--- src/hdl/dfk_isqrt.sv ---
`timescale 1ns / 1ps
// ----------------------------------------------------------------------------
// dfk_isqrt
// Iterative floor square root of a 64-bit value, one result bit per cycle.
// ----------------------------------------------------------------------------
module dfk_isqrt (
  input  logic        clk,
  input  logic        rst_n,
  input  logic        start,
  input  logic [63:0] radicand,
  output logic        done,
  output logic [31:0] root
);

  logic        busy_r, done_r;
  logic [4:0]  cnt_r;
  logic [63:0] rem_r, res_r, bit_r;
  logic [63:0] trial;

  assign trial = res_r + bit_r;

  always_ff @(posedge clk) begin
    if (!rst_n) begin
      busy_r <= 1'b0;
      done_r <= 1'b0;
    end else begin
      done_r <= busy_r && (cnt_r == 5'd31);
      if (start) busy_r <= 1'b1;
      else if (cnt_r == 5'd31) busy_r <= 1'b0;
    end
  end

  always_ff @(posedge clk) begin
    if (start) begin
      rem_r <= radicand;
      res_r <= '0;
      bit_r <= 64'd1 << 62;
      cnt_r <= '0;
    end else if (busy_r) begin
      if (rem_r >= trial) begin
        rem_r <= rem_r - trial;
        res_r <= (res_r >> 1) + bit_r;
      end else begin
        res_r <= res_r >> 1;
      end
      bit_r <= bit_r >> 2;
      cnt_r <= cnt_r + 1'b1;
    end
  end

  assign done = done_r;
  assign root = res_r[31:0];

endmodule

--- config.mk ---
export PLATFORM = sky130hd
export DESIGN_NAME = dfk_isqrt
export DESIGN_NICKNAME = d
export VERILOG_FILES = /design/src/hdl/dfk_isqrt.sv
export SDC_FILE = /design/constraint.sdc
export NUM_CORES = 1
export LEC_CHECK = 0
export ABC_AREA = 0
export BUFFER_PORTS_ARGS = -buffer_cell sky130_fd_sc_hd__buf_2
export CAP_MARGIN = 20
export CORE_MARGIN = 1.5
export CORE_UTILIZATION = 55
export DETAILED_ROUTE_END_ITERATION = 10
export PLACE_DENSITY = 0.73
export SLEW_MARGIN = 10
export SYNTH_ARGS = -nofsm -noshare
export SYNTH_HDL_FRONTEND = slang
export SYNTH_SLANG_ARGS = --single-unit
export TNS_END_PERCENT = 5
--- constraint.sdc ---
create_clock -name clk -period 17.2 [get_ports clk]
set_input_delay 1.72 -clock clk [delete_from_list [all_inputs] [get_ports clk]]
set_output_delay 1.72 -clock clk [all_outputs]
set_load 0.03 [all_outputs]
Word level (Yosys, flattened, before mapping)
Cells that the tools add are included.
W data, S select, Z words.
Word-level totals
  register bits: 167
  bits of input ports: 67
  output and inout port bits: 33
  word-level logic and storage cells: 23
Cells by class
  add/sub/neg operators: 4
  magnitude comparators: 1
  equality and inequality tests: 1
  muxes and demuxes: 6
  reduce and logical (&&, ||, !) cells: 5
Operator list (count)
  $mux W64: 4
  $add A63 B63 Y64: 1
  $add A64 B63 Y64: 1
  $ge A64 B64 Y1: 1
  $sub A64 B64 Y64: 1
  $reduce_bool A2 Y1: 3
  $add A5 B1 Y5 const B: 1
  $eq A5 B5 Y1 const B: 1
  $mux W1: 2
  $reduce_and A2 Y1: 1
  $logic_and A1 B1 Y1: 1

Longest topological paths before layout
  depth in word-level cells: 5
  depth in mapped cells: 26
  mapped depth without buffers: 23

Worst setup path after synthesis
No wires, ideal clock.
  kind: register to register
  start: register res_r[0]
  end: register rem_r[0], enable pin
  library setup time: 574 ps
  arrival: 8938 ps
  data required time: 16626 ps
  slack: 7688 ps
  cell stages (with the launch flop): 21
  buffers on the path: 2
  period minus slack after synthesis: 9512 ps
  path through: dfxtp_1 -> ha_1 -> ha_1 -> a21oi_1 -> o21bai_1 -> a31oi_1 -> o21bai_1 -> a31oi_1 -> o21bai_1 -> a41o_1 -> a21oi_1 -> xor2_1 -> ha_1 -> and2_4 -> nand3_2 -> or4_1 -> o2111a_1 -> a21o_1 -> buf_2 -> buf_2 -> o21ai_0
On the way
  cells in the longest elaborated chain, start to end: 4
Ends and longest elaborated chain
  start, declared: RTL line 17  | logic [63:0] rem_r, res_r, bit_r;
  start signal, assigned: RTL line 42  | res_r <= (res_r >> 1) + bit_r;
  start signal, assigned: RTL line 44  | res_r <= res_r >> 1;
  $add A64 B63 Y64: RTL line 20  | assign trial = res_r + bit_r;
  $ge A64 B64 Y1: RTL line 40  | if (rem_r >= trial) begin
  $reduce_bool A2 Y1 (no source line)
  $reduce_and A2 Y1 (no source line)
  end signal, assigned: RTL line 35  | rem_r <= radicand;
  end signal, assigned: RTL line 41  | rem_r <= rem_r - trial;
  end, declared: RTL line 17
No other way between the ends.
A chain may end at the register's enable or synchronous reset.

Final worst setup path
  start: register res_r[0]
  end: register rem_r[63], enable pin
The elaborated chain is that of the path after synthesis.

==> metrics.txt <==
status=complete, no violations; H-tree levels=4; crit end category=flop; worst path arrival time=7.21 ns; crit path launch type=flop; final setup violation count=0; PwrDens=between 150 and 200 nW/um^2; detailed placement HPWL=32500 microns; total gr overflow=0; slowest CP cell=buf_4; Final #Nets=between 2000 and 2500; All-Layer GR Usage=0.300; Die Y=170 microns; Peak supply drop=about 0.10 mV; dpl cells=about 2300; CP Cell Sequence=ha_1, ha_1, a21oi_1, o21bai_1, a31oi_1, o21bai_1, a31oi_1, o21bai_1, a41o_1, a21oi_1, xor2_1, ha_1, and2_4, nand3_2, nor4_1, o2111ai_1, a21o_2, buf_4, o21ai_4, buf_4; Fillers=~2600; first-pass GRT wire length=approximately 70000 microns; Die X=~170 microns; max-cap viol count=0; final wirelength=roughly 43000 microns; Clock transition at path regs=roughly 0.08 ns; antenna viol nets, final=0; number of DRC markers in iteration 0=1270; Hold/Removal Path Class=flop to flop; register area share after synthesis=0.259; Period minus WS final=~7.1 ns; CP max stage delay=between 0.6 and 0.7 ns; Clock Skew=0.0118 ns; via/cell ratio=about 6.3; GP Congestion=0.937; setup TNS=0 ns; # DRC=0; Total Power=between 2000 and 3000 uW; clock tree root driver cell=clkbuf_16; Syn Area/Cell=slightly below 8 sq um; CTS tree=done; CTS sink count=around 170; Yosys warnings=0; main flop type after synthesis=dfxtp_1; number of antenna diodes=0; Synthesized Nets=between 2000 and 2500; number of flops mapped to enable cells by yosys=between 60 and 70; largest net degree at the start of global routing=93; die area=between 20000 and 30000 sq um; Worst Path Buf+Inv=2; Req. time, crit path=~17 ns; Final Hold Viols=0; Row Count=61; hold_buf cts=0; Synth Cell Area=approximately 15000 sq um; P_leak=0.00638 uW; iteration count of the initial detailed-routing pass=6; Area growth syn-to-layout=6.33%; I/O pin cnt=100; IO buf count=99; Hold WS=just over 0.5 ns; post-CTS sizing=0; flop2flop setup slack=between 10 and 15 ns; clk_lat worst skew=roughly 0.45 ns; Crit Path Max Fanout=76; total setup buffers inserted after CTS=0; Seq cells post-synth=around 170; number of global-route vias before repair=~14000; share of cells above drive strength 1=0.0921; Synth cell types=83; wire per inst=approximately 18 microns; TritonCTS Buffers=17; relative slew slack=0.335; unrepaired setup endpoints after global routing=no; initial antenna violation count=0; fin crit share=0.415; fmax=around 0.14 GHz; Starting Density=0.557; Post-synth ARST share=0; Gate Count Post-Synth=1960; actual slew at the worst max-slew pin=~1 ns; core region area=approximately 28000 sq um; critical path type=flop to flop; Slew Limit Fails=0; CTS max path bufs=2; kind of cell adding the most delay to the critical path=compound AO/OA/AOI/OAI gates; final non-filler cell total=around 2300; vias after detailed routing=roughly 15000
[sequential cells by signal, summed over array words and instances (netlist names)]
signal,flops
done,1
rem_r,64
res_r,64
bit_r,32
busy_r,1
cnt_r,5
[final timing paths]
path	endpoint	cells after the start	start
worst max-delay path	rem_r[63]	20	res_r[0]
worst min-delay path	res_r[0]	2	res_r[0]
worst max register to register	rem_r[63]	20	res_r[0]
worst min register to register	res_r[0]	2	res_r[0]
[cell usage in the layout (no fill, tap or decap), drive strengths merged, types with 36 or more instances in the layout]
master	netlist	layout
nand4	36	36
edfxtp	64	64
o21ai	183	183
a21o	61	61
a21oi	132	132
dfxtp	103	103
nand2	245	245
a31oi	69	69
nor2	174	174
xor2	69	69
xnor2	72	72
o21bai	42	42
buf	58	107
mux2i	45	45
ha	132	132
inv	45	55
[area by class of cell]
type / count / area, sq um / area share
Multi-Input combinational cell: 1615 / 10600 / 0.647
Sequential cell: 167 / 3990 / 0.244
Timing Repair Buffer: 107 / 562 / 0.0343
Tap cell: 378 / 473 / 0.0289
Clock buffer: 17 / 425 / 0.0260
Inverter: 45 / 169 / 0.0103
Clock inverter: 15 / 155 / 0.00948
[cells in the mapped netlist, types with 9 or more instances]
master / number / share of area
nand2b_1: 13 / 0.0053
nand4_1: 36 / 0.015
a21o_1: 61 / 0.030
mux2i_1: 45 / 0.029
inv_1: 45 / 0.011
dfxtp_1: 103 / 0.13
buf_2: 13 / 0.0042
or3_1: 19 / 0.0077
a31o_2: 12 / 0.0068
a311oi_1: 25 / 0.014
buf_4: 34 / 0.017
o21bai_1: 42 / 0.020
clkbuf_1: 75 / 0.018
o211ai_1: 14 / 0.0068
nor2_1: 174 / 0.042
nand3_1: 33 / 0.011
and3_1: 15 / 0.0061
edfxtp_1: 64 / 0.12
nor3_1: 26 / 0.0085
and2_1: 14 / 0.0057
o21ai_0: 161 / 0.052
xnor2_1: 72 / 0.041
a211oi_1: 21 / 0.010
xor2_1: 69 / 0.039
ha_1: 132 / 0.11
nor2b_1: 16 / 0.0065
buf_1: 9 / 0.0022
o31ai_1: 11 / 0.0054
a31oi_1: 69 / 0.028
nand2_1: 242 / 0.059
a21oi_1: 131 / 0.043
nor4_1: 14 / 0.0057
a221oi_1: 15 / 0.0085
o21a_1: 11 / 0.0054
o21ai_1: 21 / 0.0068
[power by group]
part           switching, uW  total (uW)  internal [uW]
Combinational           1090        1730            649
Sequential               106         665            560
Clock                    194         389            195
[cell families after synthesis]
kind of cell,synth area share
AOI/OAI and AO/OA,0.274
and+or+nand+nor,0.190
buffers and inverters,0.0537
DFF,0.259
xor gates and xnor gates,0.0802
adders and majority gates,0.109
muxes,0.0351
[layer usage]
metal	routed length, microns	up-vias	global-route usage
met5	0	-	0
met4	987	0	0.0912
met3	2420	69	0.0481
met2	19700	500	0.487
met1	20000	6862	0.407
li1	-	7231	-
[stage by stage]
step | area [sq um] | util | setup slack [ns]
after floorplan | 15400 | - | 7.69
after global placement | 15800 | 0.571 | 10.31
after detailed placement | 15800 | 0.571 | 10.25
after CTS | 16400 | 0.592 | 10.23
after global routing | 16400 | 0.592 | 9.75
final | 16400 | 0.592 | 10.07
[worst min-delay path: cells and delay by family (launching register included)]
kind	cells	cell delay, ns
AND/OR/NAND/NOR	1	0.09
flip-flops	1	0.33
AO/OA/AOI/OAI	1	0.05
Note: power is estimated with default switching activity, not from simulation.
