===== src/hdl/dfk_pkg.sv =====
`timescale 1ns / 1ps
// ----------------------------------------------------------------------------
// dfk_pkg
// Types, constants and a lookup function shared by the forward kinematics block.
// ----------------------------------------------------------------------------
package dfk_pkg;

  localparam int MAX_JOINTS   = 8;
  localparam int JOINT_W      = (MAX_JOINTS > 1) ? $clog2(MAX_JOINTS) : 1;
  localparam int JCNT_W       = $clog2(MAX_JOINTS + 1);
  localparam int ADDR_W       = JOINT_W + 2;
  localparam int DEPTH        = MAX_JOINTS * 4;
  localparam int CORDIC_STEPS = 16;
  localparam int STEP_W       = 4;

  typedef logic signed [35:0] wide_t;
  typedef logic signed [23:0] angle_t;

  localparam wide_t          GAIN_Q30    = 36'sd652032874;
  localparam wide_t          ONE_Q30     = 36'sd1073741824;
  localparam angle_t         PI_Q16      = 24'sd205887;
  localparam logic [33:0]    DEG_FULL    = 34'd23592960;
  localparam logic [33:0]    RED_OFFSET  = 34'd2170552320;
  localparam logic signed [25:0] DEG_FULL_S  = 26'sd23592960;
  localparam logic signed [25:0] DEG_HALF    = 26'sd11796480;
  localparam logic signed [25:0] DEG_QUARTER = 26'sd5898240;
  localparam logic signed [27:0] DEG_TO_RAD  = 28'sd74961321;

  localparam logic [1:0] PSEL_THETA = 2'd0;
  localparam logic [1:0] PSEL_ALPHA = 2'd1;
  localparam logic [1:0] PSEL_LEN   = 2'd2;
  localparam logic [1:0] PSEL_OFS   = 2'd3;

  localparam logic OP_WRITE   = 1'b0;
  localparam logic OP_COMPUTE = 1'b1;

  typedef struct packed {
    logic               opcode;
    logic [2:0]         joint_index;
    logic [1:0]         param_select;
    logic signed [31:0] param_value;
  } in_item_t;

  typedef struct packed {
    logic signed [31:0] yaw_angle;
    logic signed [31:0] pitch_angle;
    logic signed [31:0] roll_angle;
    logic signed [31:0] pos_x;
    logic signed [31:0] pos_y;
    logic signed [31:0] pos_z;
  } out_item_t;

  typedef enum logic {CM_ROTATE, CM_VECTOR} cordic_mode_t;

  typedef enum logic [2:0] {
    C_IDLE, C_REDUCE, C_FOLD, C_SCALE, C_ITER, C_DONE
  } cordic_state_t;

  typedef enum logic [3:0] {
    S_IDLE, S_RD, S_LD, S_TRIG_WT, S_HMUL, S_MAT, S_NEXT, S_SQ,
    S_SQRT_GO, S_SQRT_WT, S_ATAN_GO, S_ATAN_WT, S_OUT
  } ctrl_state_t;

  typedef struct packed {
    logic               start;
    cordic_mode_t       mode;
    logic signed [31:0] angle;
    wide_t              x;
    wide_t              y;
  } cordic_req_t;

  typedef struct packed {
    logic   done;
    wide_t  x;
    wide_t  y;
    angle_t z;
  } cordic_rsp_t;

  function automatic angle_t atan_lut(input logic [STEP_W-1:0] i);
    angle_t a;
    unique case (i)
      4'd0:    a = 24'sd51472;
      4'd1:    a = 24'sd30386;
      4'd2:    a = 24'sd16055;
      4'd3:    a = 24'sd8150;
      4'd4:    a = 24'sd4091;
      4'd5:    a = 24'sd2047;
      4'd6:    a = 24'sd1024;
      4'd7:    a = 24'sd512;
      4'd8:    a = 24'sd256;
      4'd9:    a = 24'sd128;
      4'd10:   a = 24'sd64;
      4'd11:   a = 24'sd32;
      4'd12:   a = 24'sd16;
      4'd13:   a = 24'sd8;
      4'd14:   a = 24'sd4;
      default: a = 24'sd2;
    endcase
    return a;
  endfunction

endpackage


===== src/hdl/dfk_cordic.sv =====
`timescale 1ns / 1ps
// ----------------------------------------------------------------------------
// dfk_cordic
// Shared iterative CORDIC: degree sin/cos in rotation mode, atan2 in
// vectoring mode, one micro-rotation per cycle.
// ----------------------------------------------------------------------------
module dfk_cordic (
  input  logic                 clk,
  input  logic                 rst_n,
  input  dfk_pkg::cordic_req_t req,
  output dfk_pkg::cordic_rsp_t rsp
);

  dfk_pkg::cordic_state_t state_r, state_nxt;
  dfk_pkg::cordic_mode_t  mode_r;
  logic [dfk_pkg::STEP_W-1:0] cnt_r;
  logic [33:0]             red_r;
  logic signed [25:0]      m_r;
  logic                    flip_r;
  logic                    zero_r;
  dfk_pkg::wide_t          x_r, y_r;
  dfk_pkg::angle_t         z_r;

  logic signed [25:0] fold_m;
  logic               fold_flip;
  logic [33:0]        red_sub;
  logic signed [53:0] scaled;
  dfk_pkg::wide_t     dx, dy;
  logic               pos_dir;

  always_comb begin
    fold_m    = signed'({1'b0, red_r[24:0]});
    fold_flip = 1'b0;
    if (fold_m >= dfk_pkg::DEG_HALF) fold_m = fold_m - dfk_pkg::DEG_FULL_S;
    if (fold_m > dfk_pkg::DEG_QUARTER) begin
      fold_m    = dfk_pkg::DEG_HALF - fold_m;
      fold_flip = 1'b1;
    end else if (fold_m < -dfk_pkg::DEG_QUARTER) begin
      fold_m    = -dfk_pkg::DEG_HALF - fold_m;
      fold_flip = 1'b1;
    end
  end

  assign red_sub = dfk_pkg::DEG_FULL << cnt_r[2:0];
  assign scaled  = m_r * dfk_pkg::DEG_TO_RAD;
  assign dx      = y_r >>> cnt_r;
  assign dy      = x_r >>> cnt_r;
  // both modes take the same branch: z >= 0 when rotating, y < 0 when vectoring
  assign pos_dir = (mode_r == dfk_pkg::CM_ROTATE) ? (z_r >= 0) : (y_r < 0);

  always_comb begin
    state_nxt = state_r;
    unique case (state_r)
      dfk_pkg::C_IDLE: begin
        if (req.start) begin
          state_nxt = (req.mode == dfk_pkg::CM_ROTATE) ? dfk_pkg::C_REDUCE
                                                       : dfk_pkg::C_ITER;
        end
      end
      dfk_pkg::C_REDUCE: if (cnt_r == '0) state_nxt = dfk_pkg::C_FOLD;
      dfk_pkg::C_FOLD:   state_nxt = dfk_pkg::C_SCALE;
      dfk_pkg::C_SCALE:  state_nxt = dfk_pkg::C_ITER;
      dfk_pkg::C_ITER: begin
        if (cnt_r == dfk_pkg::STEP_W'(dfk_pkg::CORDIC_STEPS - 1)) begin
          state_nxt = dfk_pkg::C_DONE;
        end
      end
      dfk_pkg::C_DONE:   state_nxt = dfk_pkg::C_IDLE;
      default:           state_nxt = dfk_pkg::C_IDLE;
    endcase
  end

  always_comb begin
    rsp.done = (state_r == dfk_pkg::C_DONE);
    rsp.x    = (mode_r == dfk_pkg::CM_ROTATE && flip_r) ? -x_r : x_r;
    rsp.y    = y_r;
    rsp.z    = zero_r ? '0 : z_r;
  end

  always_ff @(posedge clk) begin
    if (!rst_n) begin
      state_r <= dfk_pkg::C_IDLE;
    end else begin
      state_r <= state_nxt;
    end
  end

  always_ff @(posedge clk) begin
    unique case (state_r)
      dfk_pkg::C_IDLE: begin
        if (req.start) begin
          mode_r <= req.mode;
          flip_r <= 1'b0;
          zero_r <= 1'b0;
          if (req.mode == dfk_pkg::CM_ROTATE) begin
            red_r <= 34'(req.angle) + dfk_pkg::RED_OFFSET;
            cnt_r <= dfk_pkg::STEP_W'(7);
          end else begin
            cnt_r  <= '0;
            zero_r <= (req.x == 0) && (req.y == 0);
            if (req.x < 0) begin
              x_r <= -req.x;
              y_r <= -req.y;
              z_r <= (req.y >= 0) ? dfk_pkg::PI_Q16 : -dfk_pkg::PI_Q16;
            end else begin
              x_r <= req.x;
              y_r <= req.y;
              z_r <= '0;
            end
          end
        end
      end
      dfk_pkg::C_REDUCE: begin
        // restoring reduction modulo a full turn
        if (red_r >= red_sub) red_r <= red_r - red_sub;
        cnt_r <= cnt_r - 1'b1;
      end
      dfk_pkg::C_FOLD: begin
        m_r    <= fold_m;
        flip_r <= fold_flip;
      end
      dfk_pkg::C_SCALE: begin
        z_r   <= 24'(scaled >>> 32);
        x_r   <= dfk_pkg::GAIN_Q30;
        y_r   <= '0;
        cnt_r <= '0;
      end
      dfk_pkg::C_ITER: begin
        if (pos_dir) begin
          x_r <= x_r - dx;
          y_r <= y_r + dy;
          z_r <= z_r - dfk_pkg::atan_lut(cnt_r);
        end else begin
          x_r <= x_r + dx;
          y_r <= y_r - dy;
          z_r <= z_r + dfk_pkg::atan_lut(cnt_r);
        end
        cnt_r <= cnt_r + 1'b1;
      end
      default: ;
    endcase
  end

  a_done_after_iter: assert property (@(posedge clk) disable iff (!rst_n)
    rsp.done |-> $past(state_r == dfk_pkg::C_ITER))
    else $error("cordic done without finishing iterations");
  a_start_when_idle: assert property (@(posedge clk) disable iff (!rst_n)
    (state_r != dfk_pkg::C_IDLE) |-> !req.start)
    else $error("cordic started while busy");
  a_reduce_to_fold: assert property (@(posedge clk) disable iff (!rst_n)
    (state_r == dfk_pkg::C_FOLD) |-> (red_r < dfk_pkg::DEG_FULL))
    else $error("angle reduction left a value above a full turn");

endmodule


===== config.mk =====
export PLATFORM = sky130hd
export DESIGN_NAME = dfk_cordic
export DESIGN_NICKNAME = d
export VERILOG_FILES = /design/src/hdl/dfk_pkg.sv /design/src/hdl/dfk_cordic.sv
export SDC_FILE = /design/constraint.sdc
export NUM_CORES = 2
export LEC_CHECK = 0
export BUFFER_PORTS_ARGS = -buffer_cell sky130_fd_sc_hd__buf_2
export CORE_MARGIN = 4
export CORE_UTILIZATION = 31
export DETAILED_ROUTE_END_ITERATION = 6
export SLEW_MARGIN = 0
export SYNTH_ARGS = -nofsm -noshare
export SYNTH_HDL_FRONTEND = slang
export SYNTH_SLANG_ARGS = --single-unit

===== constraint.sdc =====
create_clock -name clk -period 8.6 [get_ports clk]
set_input_delay 0 -clock clk [delete_from_list [all_inputs] [get_ports clk]]
set_output_delay 0 -clock clk [all_outputs]
set_load 0.005 [all_outputs]

Word level (Yosys, flattened, before mapping):

Memory sizes are Yosys's and may differ from the RTL's. A register that Yosys moved wholly into a read port is not among the register bits.
Cells that the tools add are included.

* memory bits (read-only): 512
* register bits after elaboration: 166
* bits of input ports: 108
* output and inout bits: 97
* memories: 2

Memory list
* (name not given): depth 16, bits a word 16, rd ports 1, clocked after memory_dff 1, write ports 0, line dfk_pkg.sv:81 `unique case (i)`
* (name not given): depth 16, bits a word 16, rd ports 1, clocked after memory_dff 1, write ports 0, line dfk_pkg.sv:81

* reductions and logical operators: 16
* magnitude comparators: 8
* shift-type cells: 3
* multiplexer cells: 44
* equality and inequality tests: 12
* bitwise operators: 1
* add/subtract/negate cells: 16
* $mul: 1

Operator list (number)
* 36-bit 2-to-1 mux: 9
* 24-bit 2-to-1 mux: 10
* 36-bit one-hot mux with 3 select lines: 2
* 36-bit negator: 3
* 34-bit 2-to-1 mux: 3
* 26-bit 2-to-1 mux: 3
* 36-bit adder: 2
* 36-bit zero test: 2
* 36-bit by 1-bit < comparator with 1-bit output, second input constant: 2
* 24-bit one-hot mux with 3 select lines: 1
* 36-bit by 4-bit >>> shifter with 36-bit output: 2
* 36-bit subtractor: 2
* 34-bit one-hot mux with 2 select lines: 1
* 26-bit by 28-bit multiplier with 54-bit output, second input constant: 1
* 25-bit by 26-bit subtractor with 26-bit output, first input constant: 2
* 36-bit by 1-bit greater-or-equal comparator with 1-bit output, second input constant: 1
* 32-bit by 33-bit adder with 34-bit output, second input constant: 1
* 34-bit greater-or-equal comparator: 1
* 25-bit by 3-bit << shifter with 34-bit output, first input constant: 1
* 34-bit subtractor: 1
* 26-bit by 24-bit greater-than comparator with 1-bit output, second input constant: 1
* 26-bit by 24-bit < comparator with 1-bit output, second input constant: 1
* 25-bit by 25-bit subtractor with 26-bit output, second input constant: 1
* 25-bit by 24-bit greater-or-equal comparator with 1-bit output, second input constant: 1
* other kinds (26): 47

Longest topological paths before layout:

* depth after elaboration: 7
* mapped depth: 29
* depth with buffers taken out: 26

Least setup slack after synthesis:

Ideal clock, no wire load.

* kind: register to register
* start: register state_r[2]
* end: register x_r[0] (enable)
* buffers on the path: 1
* slack: 115 ps
* data required time: 7907 ps
* data arrival time: 7793 ps
* cell stages (with the launch flop): 4
* cells stage by stage: dfxtp_1 -> clkbuf_1 -> a21oi_1 -> o31ai_1

* cells in the longest elaborated chain, start to end: 3
* elaborated cells between the ends (all ways): 7
* those cells by class: eq/ne (4); reduce/logical (3)

Ends and longest elaborated chain
* start: declaration: line dfk_cordic.sv:14 `dfk_pkg::cordic_state_t state_r, state_nxt;`
* start signal: assignment: line dfk_cordic.sv:82 `state_r <= dfk_pkg::C_IDLE;`
* start signal: assignment: line dfk_cordic.sv:84 `state_r <= state_nxt;`
* 3-bit equality test, or another cell as far along: line dfk_cordic.sv:89 `unique case (state_r)`
* 3-bit nonzero test (no line) or 2-bit inequality test (tied branches)
* 3-bit AND reduction (no line) (*)
* end signal: assignment: line dfk_cordic.sv:102 `x_r <= -req.x;`
* end signal: assignment: line dfk_cordic.sv:106 `x_r <= req.x;`
* end signal: assignment: line dfk_cordic.sv:124 `x_r <= dfk_pkg::GAIN_Q30;`
* end: declaration: line dfk_cordic.sv:21 `dfk_pkg::wide_t x_r, y_r;`

Every way passes the cells marked *; elsewhere a longest branch is shown, timed or not.
A chain may end at the register's enable or synchronous reset.

Worst setup path after layout:

* start: register m_r[6]
* end: register z_r[19] (data pin)

* cells in the longest elaborated chain, start to end: 2

Ends and longest elaborated chain
* start: declaration: line dfk_cordic.sv:18 `logic signed [25:0] m_r;`
* start signal: assignment: line dfk_cordic.sv:119 `m_r <= fold_m;`
* 26-bit by 28-bit multiplier with 54-bit output: line dfk_cordic.sv:45 `assign scaled = m_r * dfk_pkg::DEG_TO_RAD;`
* 24-bit one-hot mux with 3 select lines: line dfk_cordic.sv:89
* end signal: assignment: line dfk_cordic.sv:104 `z_r <= (req.y >= 0) ? dfk_pkg::PI_Q16 : -dfk_pkg::PI_Q16;`
* end signal: assignment: line dfk_cordic.sv:123 `z_r <= 24'(scaled >>> 32);`
* end signal: assignment: line dfk_cordic.sv:132 `z_r <= z_r - dfk_pkg::atan_lut(cnt_r);`
* end: declaration: line dfk_cordic.sv:22 `dfk_pkg::angle_t z_r;`

No other way between the ends.

==> results.json <==
{
  "status": "complete, no violations",
  "drt-initial-drc-count": 2033,
  "start_util_pct": 31.3,
  "place_hpwl_um": 91100,
  "worst_pin_slew_ns": 1.18,
  "detail-route-antenna-nets": 0,
  "rr_startpoint": "m_r[6]",
  "grt_max_degree": 68,
  "period_share_pct": 91.0,
  "rsz0062_at_grt": "false",
  "hold_path_class": "input pin to flop",
  "dieArea_um2": 112000,
  "synthDistinctLibCells": 84,
  "drc": 0,
  "row_count": 119,
  "startpoint": "m_r[6]",
  "nNetsFinal": 4697,
  "antenna_found_initial": 6,
  "final_cell_mix": "474 x inv_1, 403 x ha_1, 323 x nand2_1, 263 x fa_1, 209 x o21ai_0",
  "async_flop_share_pct": 0,
  "reg2reg_depth": 21,
  "clockBufferDepth": 2,
  "synth_fp_nets": 4487,
  "synth_cells": 3713,
  "r2r_slack_ns": 0.77,
  "slew_violations": 0,
  "final_common_cell": "inv_1",
  "cp_data_required_time_ns": 8.82,
  "yosys_most_used_dff": "edfxtp_1",
  "relSlewSlack_pct": 21.4,
  "syn_area_um2": 33000,
  "cp-end-kind": "flop",
  "setup_viol": 0,
  "num_io_pins": 205,
  "yosysWarnings": 0,
  "cts.sinks": 182,
  "core_um2": 106000,
  "fmax_ghz": 0.128,
  "tns_ns": 0,
  "track_usage_pct": 19.4,
  "cp-start-kind": "flop",
  "grt_pass1_vias": 28200,
  "path_max_fanout": 10,
  "clkLatencyLatePin_ns": 0.51,
  "finalHoldViolCount": 0,
  "crit_type": "flop to flop",
  "post_cts_buffers": 0,
  "ys_ff_latch": 182,
  "worstSetupEndpoint": "z_r[19]",
  "min_period_ns": 7.83,
  "wl_per_cell_um": 20.6,
  "fin_skew_ns": 0.0179,
  "synth_edf_count": 163,
  "cap_violations": 0,
  "finish.utilization_pct": 35.2,
  "hold_buffers": 100,
  "grt_pass1_wl_um": 168000,
  "drive_gt1_share_pct": 10.4,
  "cts_tree": "yes",
  "die_w_um": 334,
  "cts_resized": 0,
  "grt-ovfl-total": 0,
  "die_h_um": 334,
  "drt_pass1_iterations": 5,
  "viasPerCell": 5.31,
  "clkTransAtPathRegs_ns": 0.09,
  "place.gp.congestion": 0.971,
  "numPortBuffers": 204,
  "cts_buffers": 17,
  "regToRegEndpoint": "z_r[19]",
  "cts_root_buffer": "clkbuf_16",
  "area_delta_synth_final_pct": 12.4,
  "ys_seq_area_share_pct": 16.0,
  "vias": 28300,
  "routed_wl_um": 110000,
  "arrival_ns": 8.04,
  "syn-mean-instance-area_um2": 8.90,
  "h-tree-depth": 4
}
metrics by stage:
stage | instance area (um^2) | setup WS, ns | hold slack, ns | cells
after CTS | 37200 | 0.738 | 0.00177 | 5327
after global routing | 37200 | 0.231 | 0.0291 | 5328
after global placement | 35500 | 0.909 | 0.244 | 5195
after floorplan | 33000 | 0.115 | 0.0989 | 3713
final | 37200 | 0.772 | 0.0307 | 5329
after detailed placement | 35500 | 0.768 | 0.254 | 5195
registers in the layout, summed over array words and instances, names as in the netlist, named ones only:
name	cells
x_r	36
y_r	36
red_r	34
m_r	26
z_r	24
cnt_r	4
state_r	3
flip_r	1
mode_r	1
zero_r	1
layout make-up:
class	instances	area, um^2
multi-input cells	2909	25400
clock inverters	15	210
repair buffers	336	2290
fillers	10900	68400
inverters	477	1790
well taps	1391	1740
flip-flops and latches	182	5280
clock buffers	17	425
diodes	2	5.00
synth_stat cells, types with 12 or more instances:
cell type  count  area (um^2)
dfxtp_1       19          380
o211ai_1      25          188
xnor2_1      150         1310
or3_1         33          206
or2_2         12         75.1
nand4_1       23          144
o31ai_1       47          353
nand2_1      324         1220
and3_1        22          138
ha_1         403         5040
nor2b_1       60          375
a21oi_1      188          941
a31oi_1       46          288
or4_1         17          128
a211oi_1      24          180
buf_1         22         82.6
o21ai_0      209         1050
nand3_1       51          255
edfxtp_1     163         4890
mux2i_1       81          811
clkbuf_1     101          379
fa_1         263         5270
o21bai_1      12         90.1
mux2_2        34          383
o221ai_1      19          166
xor2_1       167         1460
a21o_1        70          526
buf_2         16         80.1
o22ai_1       58          363
inv_1        476         1790
mux4_2        59         1330
o41ai_1       13          114
nor3_1        62          310
a22oi_1       13         97.6
o21a_1        28          210
nand2b_1      39          244
nor2_1       184          691
nor4_1        18          113
and2_1        25          156
critical path, stage by stage (launching register included):
cell	delay [ns]
edfxtp_1	0.64
fa_1	0.69
inv_1	0.11
fa_1	0.54
fa_1	0.44
fa_1	0.54
fa_1	0.45
fa_1	0.54
inv_1	0.05
fa_1	0.48
ha_1	0.36
a21oi_1	0.24
a21oi_1	0.11
o311ai_0	0.38
a221oi_1	0.14
nor4_1	0.33
buf_4	0.19
o21ai_0	0.22
a31o_2	0.38
a211oi_1	0.38
xor2_1	0.19
o221ai_1	0.13
worst min path at each step:
stage	slack [ns]	start	endpoint	cells past startpoint
floorplan	0.1	req[104]	mode_r	0
global placement	0.24	rst_n	state_r[2]	2
detailed placement	0.25	rst_n	state_r[2]	2
CTS	0.002	req[42]	x_r[6]	3
global route	0.03	req[42]	x_r[6]	3
finish	0.03	req[42]	x_r[6]	3
cell families (layout without fill, tap and decap cells):
logic type               count (synthesis)  in the layout  share of synthesized area, %
AND/OR/NAND/NOR                        908            908                          13.3
XOR/XNOR                               318            318                          8.45
buffers and inverters                  622            845                          7.19
AO/OA/AOI/OAI                          843            843                          16.3
adder cells (fa/ha/maj)                666            666                          31.2
other                                    0              2                             0
flip-flops                             182            182                          16.0
multiplexers                           174            174                          7.63
routing by layer:
layer  global-route usage [%]  vias to the layer above  part of all wire [%]
met5                        0                        -                 0.025
met4                     5.56                        4                   2.8
met3                     2.98                      154                   6.0
met2                     34.0                      844                    49
met1                     24.8                    13800                    43
li1                         -                    13500                     -
Power is left out: the tool's default activity adds up to more than one toggle a clock period on the data nets, which glitch-free logic cannot reach.
