`config.mk`:
```
export PLATFORM = sky130hd
export DESIGN_NAME = dfk_param_ram
export DESIGN_NICKNAME = d
export VERILOG_FILES = /design/src/hdl/dfk_pkg.sv /design/src/hdl/dfk_param_ram.sv
export SDC_FILE = /design/constraint.sdc
export NUM_CORES = 1
export LEC_CHECK = 0
export BUFFER_PORTS_ARGS = -buffer_cell sky130_fd_sc_hd__buf_4
export CAP_MARGIN = 20
export CORE_MARGIN = 2
export CORE_UTILIZATION = 60
export DETAILED_ROUTE_END_ITERATION = 10
export HOLD_SLACK_MARGIN = 0.06
export PLACE_DENSITY = 0.82
export SETUP_SLACK_MARGIN = 0.2
export SKIP_CTS_REPAIR_TIMING = 1
export SYNTH_ARGS = -nofsm -noshare
export SYNTH_HDL_FRONTEND = slang
export SYNTH_SLANG_ARGS = --single-unit
```
`constraint.sdc`:
```
create_clock -name clk -period 3.1 [get_ports clk]
set_input_delay 0.31 -clock clk [delete_from_list [all_inputs] [get_ports clk]]
set_output_delay 0.31 -clock clk [all_outputs]
set_load 0.01 [all_outputs]
```
`src/hdl/dfk_pkg.sv`:
```
`timescale 1ns / 1ps
// ----------------------------------------------------------------------------
// dfk_pkg
// Types, constants and a lookup function shared by the forward kinematics block.
// ----------------------------------------------------------------------------
package dfk_pkg;

  localparam int MAX_JOINTS   = 8;
  localparam int JOINT_W      = (MAX_JOINTS > 1) ? $clog2(MAX_JOINTS) : 1;
  localparam int JCNT_W       = $clog2(MAX_JOINTS + 1);
  localparam int ADDR_W       = JOINT_W + 2;
  localparam int DEPTH        = MAX_JOINTS * 4;
  localparam int CORDIC_STEPS = 16;
  localparam int STEP_W       = 4;

  typedef logic signed [35:0] wide_t;
  typedef logic signed [23:0] angle_t;

  localparam wide_t          GAIN_Q30    = 36'sd652032874;
  localparam wide_t          ONE_Q30     = 36'sd1073741824;
  localparam angle_t         PI_Q16      = 24'sd205887;
  localparam logic [33:0]    DEG_FULL    = 34'd23592960;
  localparam logic [33:0]    RED_OFFSET  = 34'd2170552320;
  localparam logic signed [25:0] DEG_FULL_S  = 26'sd23592960;
  localparam logic signed [25:0] DEG_HALF    = 26'sd11796480;
  localparam logic signed [25:0] DEG_QUARTER = 26'sd5898240;
  localparam logic signed [27:0] DEG_TO_RAD  = 28'sd74961321;

  localparam logic [1:0] PSEL_THETA = 2'd0;
  localparam logic [1:0] PSEL_ALPHA = 2'd1;
  localparam logic [1:0] PSEL_LEN   = 2'd2;
  localparam logic [1:0] PSEL_OFS   = 2'd3;

  localparam logic OP_WRITE   = 1'b0;
  localparam logic OP_COMPUTE = 1'b1;

  typedef struct packed {
    logic               opcode;
    logic [2:0]         joint_index;
    logic [1:0]         param_select;
    logic signed [31:0] param_value;
  } in_item_t;

  typedef struct packed {
    logic signed [31:0] yaw_angle;
    logic signed [31:0] pitch_angle;
    logic signed [31:0] roll_angle;
    logic signed [31:0] pos_x;
    logic signed [31:0] pos_y;
    logic signed [31:0] pos_z;
  } out_item_t;

  typedef enum logic {CM_ROTATE, CM_VECTOR} cordic_mode_t;

  typedef enum logic [2:0] {
    C_IDLE, C_REDUCE, C_FOLD, C_SCALE, C_ITER, C_DONE
  } cordic_state_t;

  typedef enum logic [3:0] {
    S_IDLE, S_RD, S_LD, S_TRIG_WT, S_HMUL, S_MAT, S_NEXT, S_SQ,
    S_SQRT_GO, S_SQRT_WT, S_ATAN_GO, S_ATAN_WT, S_OUT
  } ctrl_state_t;

  typedef struct packed {
    logic               start;
    cordic_mode_t       mode;
    logic signed [31:0] angle;
    wide_t              x;
    wide_t              y;
  } cordic_req_t;

  typedef struct packed {
    logic   done;
    wide_t  x;
    wide_t  y;
    angle_t z;
  } cordic_rsp_t;

  function automatic angle_t atan_lut(input logic [STEP_W-1:0] i);
    angle_t a;
    unique case (i)
      4'd0:    a = 24'sd51472;
      4'd1:    a = 24'sd30386;
      4'd2:    a = 24'sd16055;
      4'd3:    a = 24'sd8150;
      4'd4:    a = 24'sd4091;
      4'd5:    a = 24'sd2047;
      4'd6:    a = 24'sd1024;
      4'd7:    a = 24'sd512;
      4'd8:    a = 24'sd256;
      4'd9:    a = 24'sd128;
      4'd10:   a = 24'sd64;
      4'd11:   a = 24'sd32;
      4'd12:   a = 24'sd16;
      4'd13:   a = 24'sd8;
      4'd14:   a = 24'sd4;
      default: a = 24'sd2;
    endcase
    return a;
  endfunction

endpackage

```
`src/hdl/dfk_param_ram.sv`:
```
`timescale 1ns / 1ps
// ----------------------------------------------------------------------------
// dfk_param_ram
// Joint parameter table: one write port, one registered read port, cleared
// entries read as zero through per-entry valid bits.
// ----------------------------------------------------------------------------
module dfk_param_ram (
  input  logic                       clk,
  input  logic                       rst_n,
  input  logic                       we,
  input  logic [dfk_pkg::ADDR_W-1:0] waddr,
  input  logic [31:0]                wdata,
  input  logic [dfk_pkg::ADDR_W-1:0] raddr,
  output logic [31:0]                rdata
);

  logic [31:0]               mem [dfk_pkg::DEPTH];
  logic [dfk_pkg::DEPTH-1:0] valid_r;
  logic [31:0]               rdata_r;

  always_ff @(posedge clk) begin
    if (!rst_n) begin
      valid_r <= '0;
    end else if (we) begin
      valid_r[waddr] <= 1'b1;
    end
  end

  always_ff @(posedge clk) begin
    if (we) begin
      mem[waddr] <= wdata;
    end
  end

  always_ff @(posedge clk) begin
    rdata_r <= valid_r[raddr] ? mem[raddr] : 32'd0;
  end

  assign rdata = rdata_r;

endmodule

```
# After elaboration in Yosys (flattened, before gate mapping)
# Memories as Yosys holds them, arrays and structs flattened. A register that Yosys moved wholly into a read port is not among the register bits.
# Cells that the tools add are included.
# word_totals
reg_bits,32
latchBits,0
ramBits,1024
romBits,0
word_cells,14
memories,1
# op_classes
addsub,0
n_mul,0
div,0
n_lt_le_gt_ge,3
eq_ne,0
shift,0
mux,6
bitwise,1
n_reduce_logical,2
# mem_list
memory,depth,word_bits,read_ports,rd_clocked_by_memory_dff,wr,line_no,text
mem,32,32,1,1,1,dfk_param_ram.sv:17,logic [31:0] mem [dfk_pkg::DEPTH];
# ops
op,n
$or 32x32->32,1
$lt 5x6->1 const B,2
$bmux 1 s5,1
$demux 1 s5,1
$ge 5x1->1 const B,1
$mux 1,4
$logic_and 1x1->1,1
$logic_not 1->1,1

# Longest topological paths before layout
# Gate-level depths: netlist of run 1.
# depth
word_depth,5
depth_mapped,9
ltp_nobuf,5

# Worst setup path after synthesis of run 1
# OpenSTA, ideal clock, no wires.
# synth_path
path_kind,input to register
startpoint,in waddr[0] in the netlist's numbering
endpoint,mem mem[12][0] (enable)
setup_time_ns,0.423
arrival_ns,2.354
required_time_ns,2.677
setup_slack_ns,0.323
path_stages,3
n_path_buf,1
cell_sequence,or3b_2 > clkbuf_1 > nor2_1
# synth_lines
element,line_no,text
start: declaration,dfk_param_ram.sv:11,"input logic [dfk_pkg::ADDR_W-1:0] waddr,"
end: declaration,dfk_param_ram.sv:17,
# No word-level cell before the write port.

# Worst setup path after layout of run 1
# layout_path
startpoint,reg valid_r[26] in the netlist's numbering
endpoint,"reg rdata_r[15], in the netlist rdata[15], read port of mem"
# layout_between
elab_chain_len,3
# layout_lines
element,line_no,text
start: declaration,dfk_param_ram.sv:18,logic [dfk_pkg::DEPTH-1:0] valid_r;
start signal: assignment,dfk_param_ram.sv:23,valid_r <= '0;
start signal: indexed assignment,dfk_param_ram.sv:25,valid_r[waddr] <= 1'b1;
$bmux 1 s5,dfk_param_ram.sv:36,rdata_r <= valid_r[raddr] ? mem[raddr] : 32'd0;
$mux 1 (not written as such),dfk_param_ram.sv:36,
$logic_not 1->1 (no source line),n/a,
end: declaration,dfk_param_ram.sv:19,logic [31:0] rdata_r;
# Every way passes these cells. The select of a mux whose other input is x is not followed.
# A chain may end at the register's enable or synchronous reset.

==> results_dict.tcl, run 1 <==
set metrics [dict create \
    preCtsSetupSlack_ns 0.6927 \
    postPlaceCellArea_um2 43750 \
    placed_cells 3014 \
    ys_ff_latch 1088 \
    path_clk_slew_ns 0.07 \
    final-setup-viol-count 0 \
    fill_cells 3924 \
    postSynthAreaPerCell_um2 19.80 \
    ir_drop_v 0.0005166 \
    area_delta_synth_final_pct 14.10 \
    final.setup.tns_ns 0 \
    cpMostUsedCell "and3_1" \
    slew_violations 0 \
    wl_per_cell_um 33.19 \
    slew_headroom 0.3394 \
    crit_family "simple AND/OR/NAND/NOR gates" \
    path_buf_inv 1 \
    rows 96 \
    start_kind "register" \
    num_io_pins 77 \
    routed_wl_um 107000 \
    start_util 0.6056 \
    grt_max_degree 70 \
    ys_seq_area_frac 0.7726 \
    clockBufferDepth 3 \
    layout.cells.non_filler 3225 \
    place_congestion 0.8019 \
    antenna_found_initial 4 \
    critPathKind "register to register" \
    synth-edff-count 1024 \
    syn_area_um2 41460 \
    dieArea_um2 71220 \
    htreeDepth 3 \
    synthArstFlopShare 0 \
    end_kind "register" \
    portBuffers 76 \
    worstPathArrival_ns 2.51 \
    grt_usage 0.3037 \
    cp_slowest_cell "mux4_2" \
    max_stage_delay_ns 0.45 \
    synth_fp_nets 2139 \
    drv_cap 0 \
    path_depth 6 \
    stdcell_area_um2 47310 \
    grt_use_met3 0.06430 \
    first_global_vias 22770 \
    cp.required_ns 3.63 \
    power_mw 30.45 \
    layout-drive-gt1-share 0.2115 \
    rsz0062_at_grt "false" \
    clock_sinks 1088 \
    hp-class "input pin to register" \
    fmax_ghz 0.5055 \
    finalHoldViolCount 0 \
    cts_tree "built" \
    vias 22610 \
    p_per_area_nw_per_um2 643.7 \
    first_pass_iters 6 \
    drt_iter0_drc 3451 \
    reg2reg_depth 6 \
    grt_pass1_wl_um 153000 \
    clock_latency_ns 0.66 \
    finClkSkew_ns 0.02808 \
    ys_warn_count 0 \
    period_needed_ns 1.978 \
    dp_hpwl_um 56030 \
    path_cells "mux4_2, and3_1, a31oi_1, nand4_1, buf_4, and3_1" \
    status "complete, no violations" \
    worst_slew_pin_slew_ns 0.9908 \
    clockRootBuffer "clkbuf_16" \
    numCtsBuffers 101 \
    grt_busiest_layer "met2" \
    crit_path_max_fanout 22 \
    core_um2 68470 \
    fin_crit_sh 0.6381 \
    p_leak_nw 15.73 \
    use_met1 0.4130 \
    synth_cell_type_count 34 \
    ant_nets 0 \
    fin_nets 2299 \
    vias_per_cell 7.011 \
    setup_ws_ns 1.122 \
    die_h_um 266.9 \
    grt_overflow 0 \
    hold_depth 1 \
    drc 0 \
    synthFlopType "edfxtp_1" \
    dieWidth_um 266.9 \
    use_met2 0.4873 \
    synthCells 2094 \
]
==> registers in the layout, indices dropped and copies added (netlist names) <==
name and flops:
mem 1024, rdata 32, valid_r 32
==> where the power goes <==
part / total [mW] / internal, mW / switching, mW / leakage, nW
registers: 16.3 / 16.3 / 0.0723 / 9.74
logic: 1.59 / 0.579 / 1.01 / 4.37
clock network: 12.5 / 7.23 / 5.30 / 1.62
==> through the flow <==
stage,hold slack (ns),utilization
after floorplan,0.4089,-
after CTS,0.02232,0.6881
after global routing,0.06156,0.6910
after detailed placement,0.4522,0.6390
after global placement,0.4403,0.6390
final,0.06848,0.6910
==> logic make-up (layout without fill, tap and decap cells) <==
logic type / Yosys count / count (layout) / share of synthesized area
multiplexers: 396 / 396 / 0.1358
AND/OR/NAND/NOR: 187 / 187 / 0.02236
other: 0 / 3 / 0
AO/OA/AOI/OAI: 292 / 292 / 0.05173
flip-flops: 1088 / 1088 / 0.7726
buffers and inverters: 131 / 377 / 0.01753
==> layout by cell type, fill, tap and decap left out, drive strengths merged, types with 3 or more instances in the layout <==
cell type | netlist | final
edfxtp | 1024 | 1024
mux2i | 261 | 261
buf | 67 | 167
clkbuf | 62 | 139
mux4 | 133 | 133
a221oi | 128 | 128
nor2 | 67 | 67
o21ai | 64 | 64
dfxtp | 64 | 64
nand3 | 36 | 36
and3 | 33 | 33
a22oi | 32 | 32
nor3 | 32 | 32
a21oi | 32 | 32
o21a | 32 | 32
clkinv | 0 | 31
dlygate4sd3 | 0 | 19
bufinv | 0 | 11
nand3b | 6 | 6
clkinvlp | 0 | 6
inv | 2 | 4
diode | 0 | 3
or3b | 3 | 3
==> Yosys cell counts (all sizes together) (2+ instances only) <==
cell / n / area (µm²)
a21oi: 32 / 160.2
a221oi: 128 / 1152
a22oi: 32 / 240.2
a311oi: 2 / 17.52
and3: 33 / 206.5
buf: 67 / 483.0
clkbuf: 62 / 236.5
dfxtp: 64 / 1281
edfxtp: 1024 / 30750
inv: 2 / 7.510
mux2: 2 / 22.52
mux2i: 261 / 2613
mux4: 133 / 2995
nand2: 2 / 7.510
nand3: 36 / 180.2
nand3b: 6 / 45.04
nand4: 2 / 12.51
nor2: 67 / 251.5
nor2b: 2 / 12.51
nor3: 32 / 160.2
o21a: 32 / 240.2
o21ai: 64 / 320.3
or3: 2 / 12.51
or3b: 3 / 26.28
==> final timing paths <==
| check | slack (ns) | to | from |
|---|---|---|---|
| hold / removal | 0.07 | mem[19][16]$_DFFE_PP_ | wdata[16] |
| hold reg to reg | 0.47 | valid_r[22]$_SDFFE_PN0P_ | valid_r[22]$_SDFFE_PN0P_ |
| setup reg to reg | 1.12 | rdata[15]$_SDFF_PN0_ | valid_r[26]$_SDFFE_PN0P_ |
| setup / recovery | 1.12 | rdata[15]$_SDFF_PN0_ | valid_r[26]$_SDFFE_PN0P_ |
==> worst reg2reg max path: cells and delay by family (launching register included) <==
family | cells | cell delay, ns
simple gates | 3 | 0.60
mux | 1 | 0.45
flops | 1 | 0.32
buf+inv | 1 | 0.32
compound gates | 1 | 0.15
==> final cells by class <==
type                            instances  area, µm²  area share
Inverter                                2      7.507   0.0001587
Clock inverter                         50      564.3     0.01193
Multi-Input combinational cell        875       8970      0.1896
Clock buffer                          139       2793     0.05903
Antenna cell                            3      7.507   0.0001587
Sequential cell                      1088      32030      0.6771
Timing Repair Buffer                  186       1831     0.03869
Tap cell                              882       1104     0.02333
==> routing by layer <==
metal	routed length (µm)	up-vias
li1	-	9027
met1	37110	11450
met2	51660	1857
met3	13890	279
met4	4394	0
met5	0	-
(Power assumes the default switching activity.)
==> run 2: changes to the inputs <==
==> constraint.sdc (replaced) <==
create_clock -name clk -period 2 [get_ports clk]
set_input_delay 0.2 -clock clk [delete_from_list [all_inputs] [get_ports clk]]
set_output_delay 0.2 -clock clk [all_outputs]
set_load 0.01 [all_outputs]
==> run 2 against run 1 <==
Effect of this change: highest routed layer unchanged; worst setup slack got worse by 1.0 ns; wire length grew 1.1%; non-clock buffer count increased by 88; largest power group unchanged; design area is 2.9% higher; hold slack improved by 0.028 ns; sequential power rose by 55%; clock skew rose by 0.0016 ns; critical path depth rose by 1; die area unchanged; via count rose by 2.3%; flip-flop and latch count unchanged.
==> results_dict.tcl, run 2 (synthesis results as in run 1) <==
set metrics [dict create \
    fill_cells 3731 \
    clock_latency_ns 0.67 \
    largest_register_ffs 1024 \
    clock_sinks 1088 \
    crit_path_max_fanout 12 \
    power_mw 48.06 \
    postPlaceCellArea_um2 44780 \
    cp_slowest_cell "mux4_2" \
    p_leak_nw 16.40 \
    intPower_mw 38.08 \
    hp-class "input pin to register" \
    end_kind "register" \
    use_met1 0.3984 \
    fin_crit_sh 0.9600 \
    regArea_um2 32030 \
    ir_drop_v 0.001041 \
    first_pass_iters 6 \
    final_core_util 0.7112 \
    drc 0 \
    hold_depth 4 \
    grt_pass1_wl_um 155600 \
    start_kind "register" \
    grt_overflow 0 \
    vias 23130 \
    numCtsBuffers 102 \
    fmax_ghz 0.5209 \
    pwr-share-clk 0.417 \
    wl_per_cell_um 32.63 \
    core_um2 68470 \
    critPathKind "register to register" \
    max_stage_delay_ns 0.45 \
    placed_cells 3087 \
    period_needed_ns 1.920 \
    grt_busiest_layer "met2" \
    ant_nets 0 \
    dieWidth_um 266.9 \
    first_global_vias 23680 \
    clockBufferDepth 3 \
    drt_iter0_drc 3230 \
    place_congestion 0.7957 \
    dieArea_um2 71220 \
    grt_use_met3 0.07049 \
    use_met2 0.4999 \
    layout.cells.non_filler 3316 \
    path_clk_slew_ns 0.06 \
    slew_headroom 0.3135 \
    fin_hold_ws_ns 0.09661 \
    start_util 0.6056 \
    finalHoldViolCount 0 \
    layout-drive-gt1-share 0.2417 \
    stdcell_area_um2 48690 \
    die_h_um 266.9 \
    rsz0062_at_grt "true" \
    vias_per_cell 6.976 \
    clockRootBuffer "clkbuf_16" \
    grt_usage 0.3076 \
    slew_violations 0 \
    grt_max_degree 57 \
    multi_input_area_um2 8996 \
    reg2reg_slack_ns 0.08 \
    final_cell_mix "1024 x edfxtp_1, 261 x mux2i_1, 168 x buf_4" \
    switchingPower_mw 9.982 \
    drv_cap 0 \
    htreeDepth 3 \
    path_buf_inv 2 \
    dp_hpwl_um 57880 \
    rows 96 \
    worstPathArrival_ns 2.45 \
    num_io_pins 77 \
    final-setup-viol-count 0 \
    sw_frac_of_total 0.2077 \
    area_delta_synth_final_pct 17.45 \
    final_common_cell "edfxtp_1" \
    path_depth 7 \
    cp.required_ns 2.53 \
    finClkSkew_ns 0.02970 \
    p_per_area_nw_per_um2 987.0 \
    pwr-share-seq 0.526 \
    portBuffers 76 \
    status "complete, no violations" \
    top_register "mem" \
    antenna_found_initial 1 \
    p_comb_frac 0.056 \
    crit_family "simple AND/OR/NAND/NOR gates" \
    path_cells "mux4_2, and3_4, a31oi_2, nand4_1, buf_6, buf_12, and3_1" \
    reg2reg_depth 7 \
    worst_slew_pin_slew_ns 1.027 \
    cts_tree "built" \
    fin_nets 2388 \
    routed_wl_um 108200 \
]
[run 2: changes by cell type in the layout (fill, tap and decap cells not counted), moves of 3 or more]
cell | previous run | this run
buf_4 | 135 | 168
clkinv_8 | 3 | 0
clkbuf_8 | 8 | 18
and3_4 | 0 | 3
clkinvlp_4 | 6 | 2
dlygate4sd3_1 | 19 | 33
and3_1 | 33 | 30
buf_12 | 30 | 69
clkinv_1 | 14 | 9
clkbuf_16 | 103 | 109
[run 2: worst paths after layout]
| kind | end | from |
|---|---|---|
| hold / removal | rdata[4]$_SDFF_PN0_ | raddr[4] |
| hold reg to reg | valid_r[30]$_SDFFE_PN0P_ | valid_r[30]$_SDFFE_PN0P_ |
| setup reg to reg | rdata[12]$_SDFF_PN0_ | valid_r[26]$_SDFFE_PN0P_ |
| setup / recovery | rdata[12]$_SDFF_PN0_ | valid_r[26]$_SDFFE_PN0P_ |
[run 2: cell type report]
type / instances / area share
flip-flops and latches: 1088 / 0.6578
multi-input cells: 875 / 0.1847
clock buffers: 154 / 0.06321
repair buffers: 274 / 0.06205
well taps: 882 / 0.02266
clock inverters: 40 / 0.009276
inverters: 2 / 0.0001542
diodes: 1 / 0.00005139
[run 2: per-layer routing]
metal / vias up / routed length (µm)
li1: 9207 / -
met1: 11780 / 37230
met2: 1777 / 53220
met3: 365 / 12700
met4: 0 / 5046
met5: - / 0
[run 2: power groups by stage]
stage / registers (mW) / clock network [mW] / logic, mW
2_1_floorplan: 25.8 / 0 / 1.36
3_3_place_gp: 25.8 / 0 / 2.45
3_5_place_dp: 25.8 / 0 / 2.55
4_1_cts: 25.3 / 20.2 / 2.60
5_1_grt: 25.3 / 21.0 / 2.83
6_report: 25.3 / 20.0 / 2.71
[run 2: worst register-to-register path, cell delays in order, from the launching register on]
cell and delay, ns:
dfxtp_2 0.33, mux4_2 0.45, and3_4 0.19, a31oi_2 0.15, nand4_1 0.18, buf_6 0.18
buf_12 0.15, and3_1 0.16
[run 2: stage by stage]
stage               TNS, ns  setup WS (ns)
floorplan           -100.95        -0.3171
global placement    -0.3816       -0.06799
detailed placement   -1.113        -0.1176
CTS                       0        0.08149
global route              0        0.04047
finish                    0        0.08006
